File: config.mk
export PLATFORM = sky130hd
export DESIGN_NAME = scope_edge_trigger_capture
export DESIGN_NICKNAME = d
export VERILOG_FILES = /design/src/rtl/setc_pkg.sv /design/src/rtl/scope_edge_trigger_capture.sv
export SDC_FILE = /design/constraint.sdc
export NUM_CORES = 1
export LEC_CHECK = 0
export ABC_AREA = 1
export BUFFER_PORTS_ARGS = -buffer_cell sky130_fd_sc_hd__buf_2
export CAP_MARGIN = 20
export CORE_ASPECT_RATIO = 0.75
export CORE_MARGIN = 2
export CORE_UTILIZATION = 48
export CTS_CLUSTER_DIAMETER = 100
export DETAILED_ROUTE_END_ITERATION = 10
export PLACE_DENSITY = 0.68
export SYNTH_ARGS = -nofsm -noshare
export SYNTH_HDL_FRONTEND = slang
export SYNTH_SLANG_ARGS = --single-unit
File: constraint.sdc
create_clock -name clk -period 5.2 [get_ports clk]
set_clock_uncertainty 0.2 [all_clocks]
set_input_delay 1.3 -clock clk [delete_from_list [all_inputs] [get_ports clk]]
set_output_delay 1.3 -clock clk [all_outputs]
set_load 0.1 [all_outputs]
File: src/rtl/setc_pkg.sv
// ----------------------------------------------------------------------------
// setc_pkg
// Shared types and constants for the scope edge trigger capture block.
// ----------------------------------------------------------------------------
package setc_pkg;

    // Capture geometry
    localparam int BUFFER_SAMPLES = 512;
    localparam int SAMPLE_BITS    = 12;
    localparam int POS_BITS       = (BUFFER_SAMPLES > 1) ? $clog2(BUFFER_SAMPLES) : 1;
    localparam int HALF_SAMPLES   = BUFFER_SAMPLES / 2;

    // Fixed port widths
    localparam int SAMPLE_W  = 12;
    localparam int STATUS_W  = 3;
    localparam int INDEX_W   = 9;
    localparam int QUARTER_W = 3;
    localparam int CFG_IDX_W = 2;
    localparam int CFG_DAT_W = 12;

    // Input operation codes
    localparam logic OP_SAMPLE = 1'b0;
    localparam logic OP_REARM  = 1'b1;

    // Configuration register indexes
    localparam logic [CFG_IDX_W-1:0] REG_THRESHOLD    = 2'd0;
    localparam logic [CFG_IDX_W-1:0] REG_FALLING_EDGE = 2'd1;
    localparam logic [CFG_IDX_W-1:0] REG_TRIGGER_OFF  = 2'd2;

    localparam logic [SAMPLE_W-1:0] THRESHOLD_RESET = 12'd2048;

    // Reported status codes
    localparam logic [STATUS_W-1:0] CS_FIRST_FILL = 3'd0;
    localparam logic [STATUS_W-1:0] CS_RUNNING    = 3'd1;
    localparam logic [STATUS_W-1:0] CS_ARMED      = 3'd2;
    localparam logic [STATUS_W-1:0] CS_TRIGGERED  = 3'd3;
    localparam logic [STATUS_W-1:0] CS_READY      = 3'd4;

    // Quarter codes
    localparam logic [QUARTER_W-1:0] QTR_NONE = 3'd0;

    // Capture state, one-hot
    typedef enum logic [4:0] {
        ST_FIRST_FILL = 5'b00001,
        ST_RUNNING    = 5'b00010,
        ST_ARMED      = 5'b00100,
        ST_TRIGGERED  = 5'b01000,
        ST_READY      = 5'b10000
    } status_t;

    // One result word
    typedef struct packed {
        logic [STATUS_W-1:0]  capture_status;
        logic [INDEX_W-1:0]   trigger_index;
        logic [QUARTER_W-1:0] capture_quarter;
        logic                 write_buffer;
        logic [INDEX_W-1:0]   write_index;
    } result_t;

endpackage

File: src/rtl/scope_edge_trigger_capture.sv
// ----------------------------------------------------------------------------
// scope_edge_trigger_capture
// Edge trigger over a double-buffered capture of channel-0 samples.
// ----------------------------------------------------------------------------
//
//  Channel | Handshake            | Payload
//  --------+----------------------+---------------------------------------------
//  input   | in_valid / in_stall  | operation, sample
//  output  | out_valid / out_stall| capture_status, trigger_index,
//          |                      | capture_quarter, write_buffer, write_index
//  config  | cfg_valid / cfg_ready| cfg_index, cfg_data
//
//  One word in per cycle while in_stall is low, one result word out per word in.
//  Each accepted word updates the capture state in the cycle it is taken and its
//  result is registered into the output register, or into the skid while a result waits.
//  The output register is backed by a one-word skid register, so a word is
//  still taken while a result waits; in_stall rises only once the skid is full.
//  Reset clears the capture state and configuration to their defaults;
//  cfg_ready is always high.
//
module scope_edge_trigger_capture
(
    input  logic                               clk,
    input  logic                               rst_n,

    input  logic                               in_valid,
    output logic                               in_stall,
    input  logic                               operation,
    input  logic [setc_pkg::SAMPLE_W-1:0]      sample,

    output logic                               out_valid,
    input  logic                               out_stall,
    output logic [setc_pkg::STATUS_W-1:0]      capture_status,
    output logic [setc_pkg::INDEX_W-1:0]       trigger_index,
    output logic [setc_pkg::QUARTER_W-1:0]     capture_quarter,
    output logic                               write_buffer,
    output logic [setc_pkg::INDEX_W-1:0]       write_index,

    input  logic                               cfg_valid,
    output logic                               cfg_ready,
    input  logic [setc_pkg::CFG_IDX_W-1:0]     cfg_index,
    input  logic [setc_pkg::CFG_DAT_W-1:0]     cfg_data
);
    import setc_pkg::*;

    localparam logic [SAMPLE_W-1:0] SAMPLE_MASK =
        SAMPLE_W'((33'd1 << SAMPLE_BITS) - 33'd1);
    localparam logic [POS_BITS-1:0] LAST_POS = POS_BITS'(BUFFER_SAMPLES - 1);
    localparam logic [POS_BITS-1:0] HALF_POS = POS_BITS'(HALF_SAMPLES);

    // Configuration
    logic [SAMPLE_W-1:0]  threshold_reg;
    logic                 falling_edge_reg;
    logic                 trigger_off_reg;

    // Capture state
    status_t              status_reg,   status_next;
    logic                 buf_sel_reg,  buf_sel_next;
    logic [POS_BITS-1:0]  pos_reg,      pos_next;
    logic                 fired_early_reg, fired_early_next;
    logic [POS_BITS-1:0]  cap_index_reg, cap_index_next;
    logic [QUARTER_W-1:0] cap_quarter_reg, cap_quarter_next;

    // Output register and skid
    result_t              main_reg, skid_reg;
    logic                 main_valid_reg, skid_valid_reg;
    result_t              result_new;
    logic                 wbuf_new;
    logic [INDEX_W-1:0]   widx_new;

    logic                 in_fire;
    logic                 out_fire;
    logic [SAMPLE_W-1:0]  value;
    logic                 arm;
    logic                 fire;
    logic                 searching;
    logic                 first_half;
    logic                 last_pos;
    logic [STATUS_W-1:0]  status_code;

    // ------------------------------------------------------------------
    // Handshakes
    // ------------------------------------------------------------------
    assign cfg_ready = 1'b1;
    assign in_stall  = skid_valid_reg;
    assign in_fire   = in_valid && !skid_valid_reg;
    assign out_fire  = main_valid_reg && !out_stall;

    // ------------------------------------------------------------------
    // Configuration writes; unknown indexes are dropped
    // ------------------------------------------------------------------
    always_ff @(posedge clk or negedge rst_n)
    begin
        if (!rst_n)
        begin
            threshold_reg    <= THRESHOLD_RESET;
            falling_edge_reg <= 1'b0;
            trigger_off_reg  <= 1'b0;
        end
        else if (cfg_valid)
        begin
            unique case (cfg_index)
                REG_THRESHOLD:    threshold_reg    <= cfg_data;
                REG_FALLING_EDGE: falling_edge_reg <= cfg_data[0];
                REG_TRIGGER_OFF:  trigger_off_reg  <= cfg_data[0];
                default:          ;
            endcase
        end
    end

    // ------------------------------------------------------------------
    // Trigger search and buffer bookkeeping for the incoming word
    // ------------------------------------------------------------------
    assign value      = sample & SAMPLE_MASK;
    assign first_half = (pos_reg < HALF_POS);
    assign last_pos   = (pos_reg == LAST_POS);
    // Edge compare: rising arms below, fires at/above; falling mirrors
    assign arm        = falling_edge_reg ? (value > threshold_reg) : (value < threshold_reg);
    assign fire       = falling_edge_reg ? (value <= threshold_reg) : (value >= threshold_reg);
    assign searching  = !trigger_off_reg;

    always_comb
    begin
        status_next      = status_reg;
        buf_sel_next     = buf_sel_reg;
        pos_next         = pos_reg;
        fired_early_next = fired_early_reg;
        cap_index_next   = cap_index_reg;
        cap_quarter_next = cap_quarter_reg;
        wbuf_new         = 1'b0;
        widx_new         = '0;

        if (operation == OP_REARM)
        begin
            // Back to first fill; position and buffer carry on
            status_next      = ST_FIRST_FILL;
            fired_early_next = 1'b0;
            cap_index_next   = '0;
            cap_quarter_next = QTR_NONE;
        end
        else if (status_reg != ST_READY)
        begin
            wbuf_new = buf_sel_reg;
            widx_new = INDEX_W'(pos_reg);

            if (searching)
            begin
                if (status_reg == ST_RUNNING && arm)
                    status_next = ST_ARMED;
                else if (status_reg == ST_ARMED && fire)
                begin
                    status_next      = ST_TRIGGERED;
                    cap_index_next   = pos_reg;
                    cap_quarter_next = {1'b0, buf_sel_reg, 1'b0}
                                     + (first_half ? 3'd1 : 3'd2);
                    fired_early_next = first_half;
                end
            end

            if (last_pos)
            begin
                // End of buffer: promote status, swap buffers
                if (status_next == ST_FIRST_FILL)
                    status_next = ST_RUNNING;
                else if (status_next == ST_TRIGGERED)
                begin
                    if (fired_early_next)
                        status_next = ST_READY;
                    else
                        fired_early_next = 1'b1;
                end
                pos_next     = '0;
                buf_sel_next = !buf_sel_reg;
            end
            else
                pos_next = pos_reg + 1'b1;
        end
    end

    always_comb
    begin
        unique case (status_next)
            ST_FIRST_FILL: status_code = CS_FIRST_FILL;
            ST_RUNNING:    status_code = CS_RUNNING;
            ST_ARMED:      status_code = CS_ARMED;
            ST_TRIGGERED:  status_code = CS_TRIGGERED;
            ST_READY:      status_code = CS_READY;
            default:       status_code = CS_FIRST_FILL;
        endcase
    end

    assign result_new.capture_status  = status_code;
    assign result_new.trigger_index   = INDEX_W'(cap_index_next);
    assign result_new.capture_quarter = cap_quarter_next;
    assign result_new.write_buffer    = wbuf_new;
    assign result_new.write_index     = widx_new;

    always_ff @(posedge clk or negedge rst_n)
    begin
        if (!rst_n)
        begin
            status_reg      <= ST_FIRST_FILL;
            buf_sel_reg     <= 1'b0;
            pos_reg         <= '0;
            fired_early_reg <= 1'b0;
            cap_index_reg   <= '0;
            cap_quarter_reg <= QTR_NONE;
        end
        else if (in_fire)
        begin
            status_reg      <= status_next;
            buf_sel_reg     <= buf_sel_next;
            pos_reg         <= pos_next;
            fired_early_reg <= fired_early_next;
            cap_index_reg   <= cap_index_next;
            cap_quarter_reg <= cap_quarter_next;
        end
    end

    // ------------------------------------------------------------------
    // Output register with one-word skid
    // ------------------------------------------------------------------
    always_ff @(posedge clk or negedge rst_n)
    begin
        if (!rst_n)
        begin
            main_valid_reg <= 1'b0;
            skid_valid_reg <= 1'b0;
        end
        else if (skid_valid_reg)
        begin
            if (out_fire)
                skid_valid_reg <= 1'b0;
        end
        else if (in_fire)
        begin
            if (main_valid_reg && !out_fire)
                skid_valid_reg <= 1'b1;
            else
                main_valid_reg <= 1'b1;
        end
        else if (out_fire)
            main_valid_reg <= 1'b0;
    end

    always_ff @(posedge clk)
    begin
        if (skid_valid_reg)
        begin
            if (out_fire)
                main_reg <= skid_reg;
        end
        else if (in_fire)
        begin
            if (main_valid_reg && !out_fire)
                skid_reg <= result_new;
            else
                main_reg <= result_new;
        end
    end

    assign out_valid       = main_valid_reg;
    assign capture_status  = main_reg.capture_status;
    assign trigger_index   = main_reg.trigger_index;
    assign capture_quarter = main_reg.capture_quarter;
    assign write_buffer    = main_reg.write_buffer;
    assign write_index     = main_reg.write_index;

endmodule
Yosys cells after proc, flatten, opt, wreduce, memory -nomap -nowiden
Index checks and enable logic that the tools add are counted.
{ "op_classes": {"add_sub_neg": 2, "magnitude_cmp": 5, "n_eq_ne": 15, "n_mux": 51, "bitwise_logic": 2, "reduce_logical": 22} }
{ "ops": {"columns": ["op", "n"], "rows": [
  ["$mux W25", 4],
  ["$mux W9", 8],
  ["$mux W5", 11],
  ["$mux W1", 21],
  ["$mux W3", 5],
  ["$ge A12 B12 Y1", 1],
  ["$gt A12 B12 Y1", 1],
  ["$le A12 B12 Y1", 1],
  ["$lt A12 B12 Y1", 1],
  ["$pmux W3 S4", 1],
  ["$reduce_and A3 Y1", 4],
  ["$eq A5 B2 Y1 const B", 2],
  ["$eq A5 B3 Y1 const B", 2],
  ["$eq A5 B4 Y1 const B", 2],
  ["$add A9 B1 Y9 const B", 1],
  ["$eq A9 B9 Y1 const B", 1],
  ["$lt A9 B9 Y1 const B", 1],
  ["$reduce_and A2 Y1", 4],
  ["$reduce_bool A2 Y1", 3],
  ["$eq A5 B1 Y1 const B", 1],
  ["$eq A5 B5 Y1 const B", 1],
  ["$logic_and A1 B1 Y1", 5],
  ["$ne A5 B5 Y1 const B", 1],
  ["$logic_not A1 Y1", 4],
  ["other kinds (9)", 11]
]} }
{ "word_totals": {"ff_bits": 94, "in_bits": 32, "output_inout_bits": 28, "wordCells": 118} }

Logic depth before layout (Yosys ltp)
{ "logic_depth": {"ltp_word": 19, "mapped_depth": 24, "ltp_nobuf": 24} }

Worst setup path before layout
No wires, ideal clock.
{ "synth_path": {"path_type": "input port to flip-flop", "startpoint": "in in_valid", "endpoint": "reg main_reg, in the netlist capture_quarter[0] (enable)", "setup_ps": 415, "t_arrival_ps": 3043, "required_ps": 4585, "slack_ps": 1542, "path_stages": 5, "n_path_buf": 1, "path_cell_list": "nand2_1 -> inv_1 -> clkbuf_1 -> a21oi_1 -> a21oi_1"} }
{ "synth_between": {"elab_chain_cells": 3} }
{ "synth_lines": {"columns": ["element", "line_no", "text"], "rows": [
  ["start: declaration", "scope_edge_trigger_capture.sv:26", "input logic in_valid,"],
  ["$logic_and A1 B1 Y1", "scope_edge_trigger_capture.sv:86", "assign in_fire = in_valid && !skid_valid_reg;"],
  ["$reduce_bool A2 Y1 (no line)", null, null],
  ["$reduce_and A3 Y1 (no line)", null, null],
  ["end signal: assignment", "scope_edge_trigger_capture.sv:251", "main_reg <= skid_reg;"],
  ["end signal: assignment", "scope_edge_trigger_capture.sv:258", "main_reg <= result_new;"],
  ["end: declaration", "scope_edge_trigger_capture.sv:65", "result_t main_reg, skid_reg;"]
]} }
Every way passes these cells.
A chain may end at the register's enable or synchronous reset.

Final worst setup path
{ "layout_path": {"startpoint": "in sample[11] (netlist name)", "endpoint": "reg main_reg, in the netlist capture_status[2], data pin"} }
{ "layout_between": {"elab_chain_cells": 19, "word_cells_on_any_way": 34, "classes_between": "order compare (4); eq/ne (6); mux (22); reduce/logical (2)"} }
{ "layout_lines": {"columns": ["element", "line_no", "text"], "rows": [
  ["start: declaration", "scope_edge_trigger_capture.sv:29", "input logic [setc_pkg::SAMPLE_W-1:0] sample,"],
  ["$ge A12 B12 Y1 / $le A12 B12 Y1 (equally long branches)", "scope_edge_trigger_capture.sv:119", "assign fire = falling_edge_reg ? (value <= threshold_reg) : (value >= threshold_reg);"],
  ["$mux W1", "scope_edge_trigger_capture.sv:119", null],
  ["$logic_and A1 B1 Y1", "scope_edge_trigger_capture.sv:150", "else if (status_reg == ST_ARMED && fire)"],
  ["$mux W5 / $mux W1 (equally long branches)", "scope_edge_trigger_capture.sv:150", null],
  ["$mux W5 / $mux W1 (equally long branches)", "scope_edge_trigger_capture.sv:148", "if (status_reg == ST_RUNNING && arm)"],
  ["$mux W5 / $mux W1 (equally long branches)", "scope_edge_trigger_capture.sv:146", "if (searching)"],
  ["$mux W5 / $mux W1 (equally long branches)", "scope_edge_trigger_capture.sv:141", "else if (status_reg != ST_READY)"],
  ["$mux W5 / $mux W1 (equally long branches)", "scope_edge_trigger_capture.sv:133", "if (operation == OP_REARM)"],
  ["[... 3 more ...]", null, null],
  ["$mux W5 *", "scope_edge_trigger_capture.sv:160", "if (last_pos)"],
  ["$mux W5 *", "scope_edge_trigger_capture.sv:141", null],
  ["$mux W5 *", "scope_edge_trigger_capture.sv:133", null],
  ["$eq A5 B5 Y1, or another cell as far along", "scope_edge_trigger_capture.sv:182", "unique case (status_next)"],
  ["$pmux W3 S4 *", "scope_edge_trigger_capture.sv:182", null],
  ["$mux W25 *", "scope_edge_trigger_capture.sv:255", "if (main_valid_reg && !out_fire)"],
  ["$mux W25 *", "scope_edge_trigger_capture.sv:253", "else if (in_fire)"],
  ["$mux W25 *", "scope_edge_trigger_capture.sv:248", "if (skid_valid_reg)"]
]} }
Every way passes the cells marked *; elsewhere a longest branch is shown, timed or not. The select of a mux whose other input is x is not followed.

==> metrics.md <==
| Metric | Value |
|---|---|
| Status | `finished, final reports clean` |
| I/O Pins | `60` |
| Period Utilization, post-route | `72.4%` |
| CTS Buf Count | `9` |
| Placeable Area | `9120 sq um` |
| Starting DRT DRC Count | `206` |
| Register area | `2610 sq um` |
| RePlAce Congestion | `0.890` |
| Post-CTS setup buffers | `0` |
| Crit Path Class | `primary input to register` |
| Total die area | `10300 sq um` |
| TritonCTS clock tree | `done` |
| GR Overflow Total | `0` |
| Pint | `0.00150 W` |
| Synthesized area | `4540 sq um` |
| Vias post-DR | `3343` |
| FP Rows | `30` |
| Async set-reset flop share out of synthesis | `46.8%` |
| Max reg flops | `25` |
| Top FF cell, synth | `edfxtp_1` |
| Sink Count | `94` |
| Die Height | `88.2 um` |
| CP endpoint kind | `register` |
| Largest net degree at the start of global routing | `45` |
| H-tree Lvls | `3` |
| Critical path fanouts, max | `16` |
| Critical Path RT | `5.20 ns` |
| Slew @ Worst Pin | `0.817 ns` |
| WHS | `0.281 ns` |
| Root buf cell | `clkbuf_16` |
| EDFF count, synth | `50` |
| Leakage | `2.47 nW` |
| TNS Setup | `0 ns` |
| Pwr dens | `531 nW/um^2` |
| Nets | `601` |
| DRC Markers | `0` |
| Fillers | `791` |
| DR pass1 iterations | `5` |
| Layout cell share with drive strength beyond 1 | `19.1%` |
| Clk_lat worst skew | `0.34 ns` |
| Min-Delay Path Class | `register to register` |
| Post-CTS Resized | `0` |
| Antenna violations before repair | `0` |
| Min Tclk post-route | `3.76 ns` |
| Syn-to-layout area delta | `15.7%` |
| Slew HR | `45.4%` |
| Seq cells post-synth | `94` |
| Antenna-violating nets left | `0` |
| Ant. Diodes | `0` |
| RSZ-0062 raised after global routing | `false` |
| Sw Ratio | `46.4%` |
| Initial Utilization | `49.8%` |
| Post-synthesis sequential area ratio | `57.4%` |
| Final wirelength | `8980 um` |
| Comb power frac | `39.8%` |
| Commonest cells after routing, fill and taps aside | `nand2_1 (106), inv_1 (66), nor2_1 (65)` |
| Net Sw Power | `0.00129 W` |
| Synth warnings | `0` |
| Total GRT Usage | `19.2%` |
| Mapped Cells | `496` |
| # setup viols final | `0` |
| Final hold viol count | `0` |
| Hpwl dp | `6530 um` |
| Synth Area per Inst | `9.15 sq um` |
| Commonest non-fill, non-tap cell in the layout | `nand2_1` |
| Drt wl/cell | `13.1 um` |
| Footprint of the multi-input gates | `1600 sq um` |
| Global-route wire length before repair | `15100 um` |
| Vias in the first global route | `3104` |
| Fmax | `0.266 GHz` |
| Clock Path Buffers | `2` |
| Max-Cap Viols | `0` |
| Final Max Slew Viols | `0` |
| Number of port buffers | `58` |
| Worst IR Drop VDD | `184 uV` |
| Critical Path AT | `3.76 ns` |
| Clock power share | `22.3%` |
| Syn_nets | `543` |
| Register share of total power | `37.9%` |
| # hold bufs at CTS | `0` |
| Die width | `116 um` |
| Startpoint types | `primary input` |
| CTS clk-pin slew, worst paths | `0.07 ns` |
| Vias per cell | `4.87` |
| Synth unique cells | `32` |
-- final timing paths --
kind / endpoint / depth (start not counted) / startpoint / slack (ns)
worst max-delay path: capture_status[2]$_DFFE_PP_ / 16 / sample[11] / 1.44
worst min-delay path: threshold_reg[11]$_DFFE_PN1P_ / 2 / threshold_reg[11]$_DFFE_PN1P_ / 0.28
worst max register to register: capture_status[2]$_DFFE_PP_ / 20 / threshold_reg[11]$_DFFE_PN1P_ / 1.94
worst min register to register: threshold_reg[11]$_DFFE_PN1P_ / 2 / threshold_reg[11]$_DFFE_PN1P_ / 0.28
max in group asynchronous: status_reg[0]$_DFFE_PN1P_ / 2 / rst_n / 3.72
min in group asynchronous: threshold_reg[3]$_DFFE_PN0P_ / 1 / rst_n / 0.58
-- metal layers --
layer,track usage [%],wire [um],vias up
met5,0,0,-
met4,5.63,111,0
met3,4.11,395,11
met2,27.3,3710,73
met1,29.6,4760,1535
li1,-,-,1724
-- synthesized netlist by cell type (5+ instances only) --
| master | n | area, sq um |
|---|---|---|
| a21oi_1 | 21 | 105 |
| dfrtp_1 | 42 | 1050 |
| o21ai_0 | 38 | 190 |
| nand2_2 | 7 | 43.8 |
| nand4_1 | 9 | 56.3 |
| nand3_1 | 10 | 50.1 |
| nand3_2 | 5 | 50.1 |
| inv_1 | 66 | 248 |
| edfxtp_1 | 50 | 1500 |
| nand2_1 | 106 | 398 |
| nor3_1 | 18 | 90.1 |
| clkbuf_1 | 12 | 45.0 |
| nor2_1 | 66 | 248 |
| ha_1 | 15 | 188 |
-- per-stage QoR --
| stage | instances | setup slack [ns] | cell area, sq um | util, % | total power, W |
|---|---|---|---|---|---|
| 5_1_grt | 687 | 1.18 | 5250 | 57.6 | 0.00293 |
| 6_report | 687 | 1.44 | 5250 | 57.6 | 0.00279 |
| 3_3_place_gp | 670 | 1.13 | 4950 | 54.3 | 0.00217 |
| 4_1_cts | 686 | 1.43 | 5230 | 57.4 | 0.00280 |
| 2_1_floorplan | 496 | 1.54 | 4540 | - | 0.00199 |
| 3_5_place_dp | 670 | 1.07 | 4950 | 54.3 | 0.00218 |
-- worst max-delay path: stages --
cell and delay, ns:
buf_2 0.10, ha_1 0.31, a21o_1 0.17, nor2_2 0.16
nand4_1 0.14, nand3_2 0.11, nand2_2 0.19, inv_2 0.25
nor2_1 0.07, nor2_1 0.21, nand3_1 0.13, nand3_2 0.09
nand2_1 0.09, nor2_1 0.11, nand2_1 0.16, o21ai_1 0.17
-- final cells by class --
cell class / instances / share of cell area (%)
Timing Repair Buffer: 63 / 6.48
Sequential cell: 94 / 49.6
Multi-Input combinational cell: 316 / 30.5
Inverter: 70 / 5.00
Clock buffer: 10 / 4.36
Clock inverter: 6 / 1.00
Tap cell: 128 / 3.05
-- kinds of logic (layout without fill, tap and decap cells) --
| kind of cell | after synthesis | count (layout) | synth area share, % |
|---|---|---|---|
| AOI/OAI and AO/OA | 71 | 71 | 8.82 |
| xor gates and xnor gates | 1 | 1 | 0.193 |
| adders and majority gates | 15 | 15 | 4.13 |
| buffers and inverters | 86 | 149 | 7.41 |
| DFF | 94 | 94 | 57.4 |
| other | 1 | 1 | 0.0826 |
| and+or+nand+nor | 228 | 228 | 22.0 |
-- power groups by stage --
stage                     clock network [W]  logic [W]  registers, W
after floorplan                           0   0.000321       0.00167
after CTS                          0.000632    0.00111       0.00106
after detailed placement                  0    0.00111       0.00107
after global placement                    0    0.00110       0.00107
final                              0.000623    0.00111       0.00106
after global routing               0.000659    0.00119       0.00108
Power figures use the tool's default switching activity.
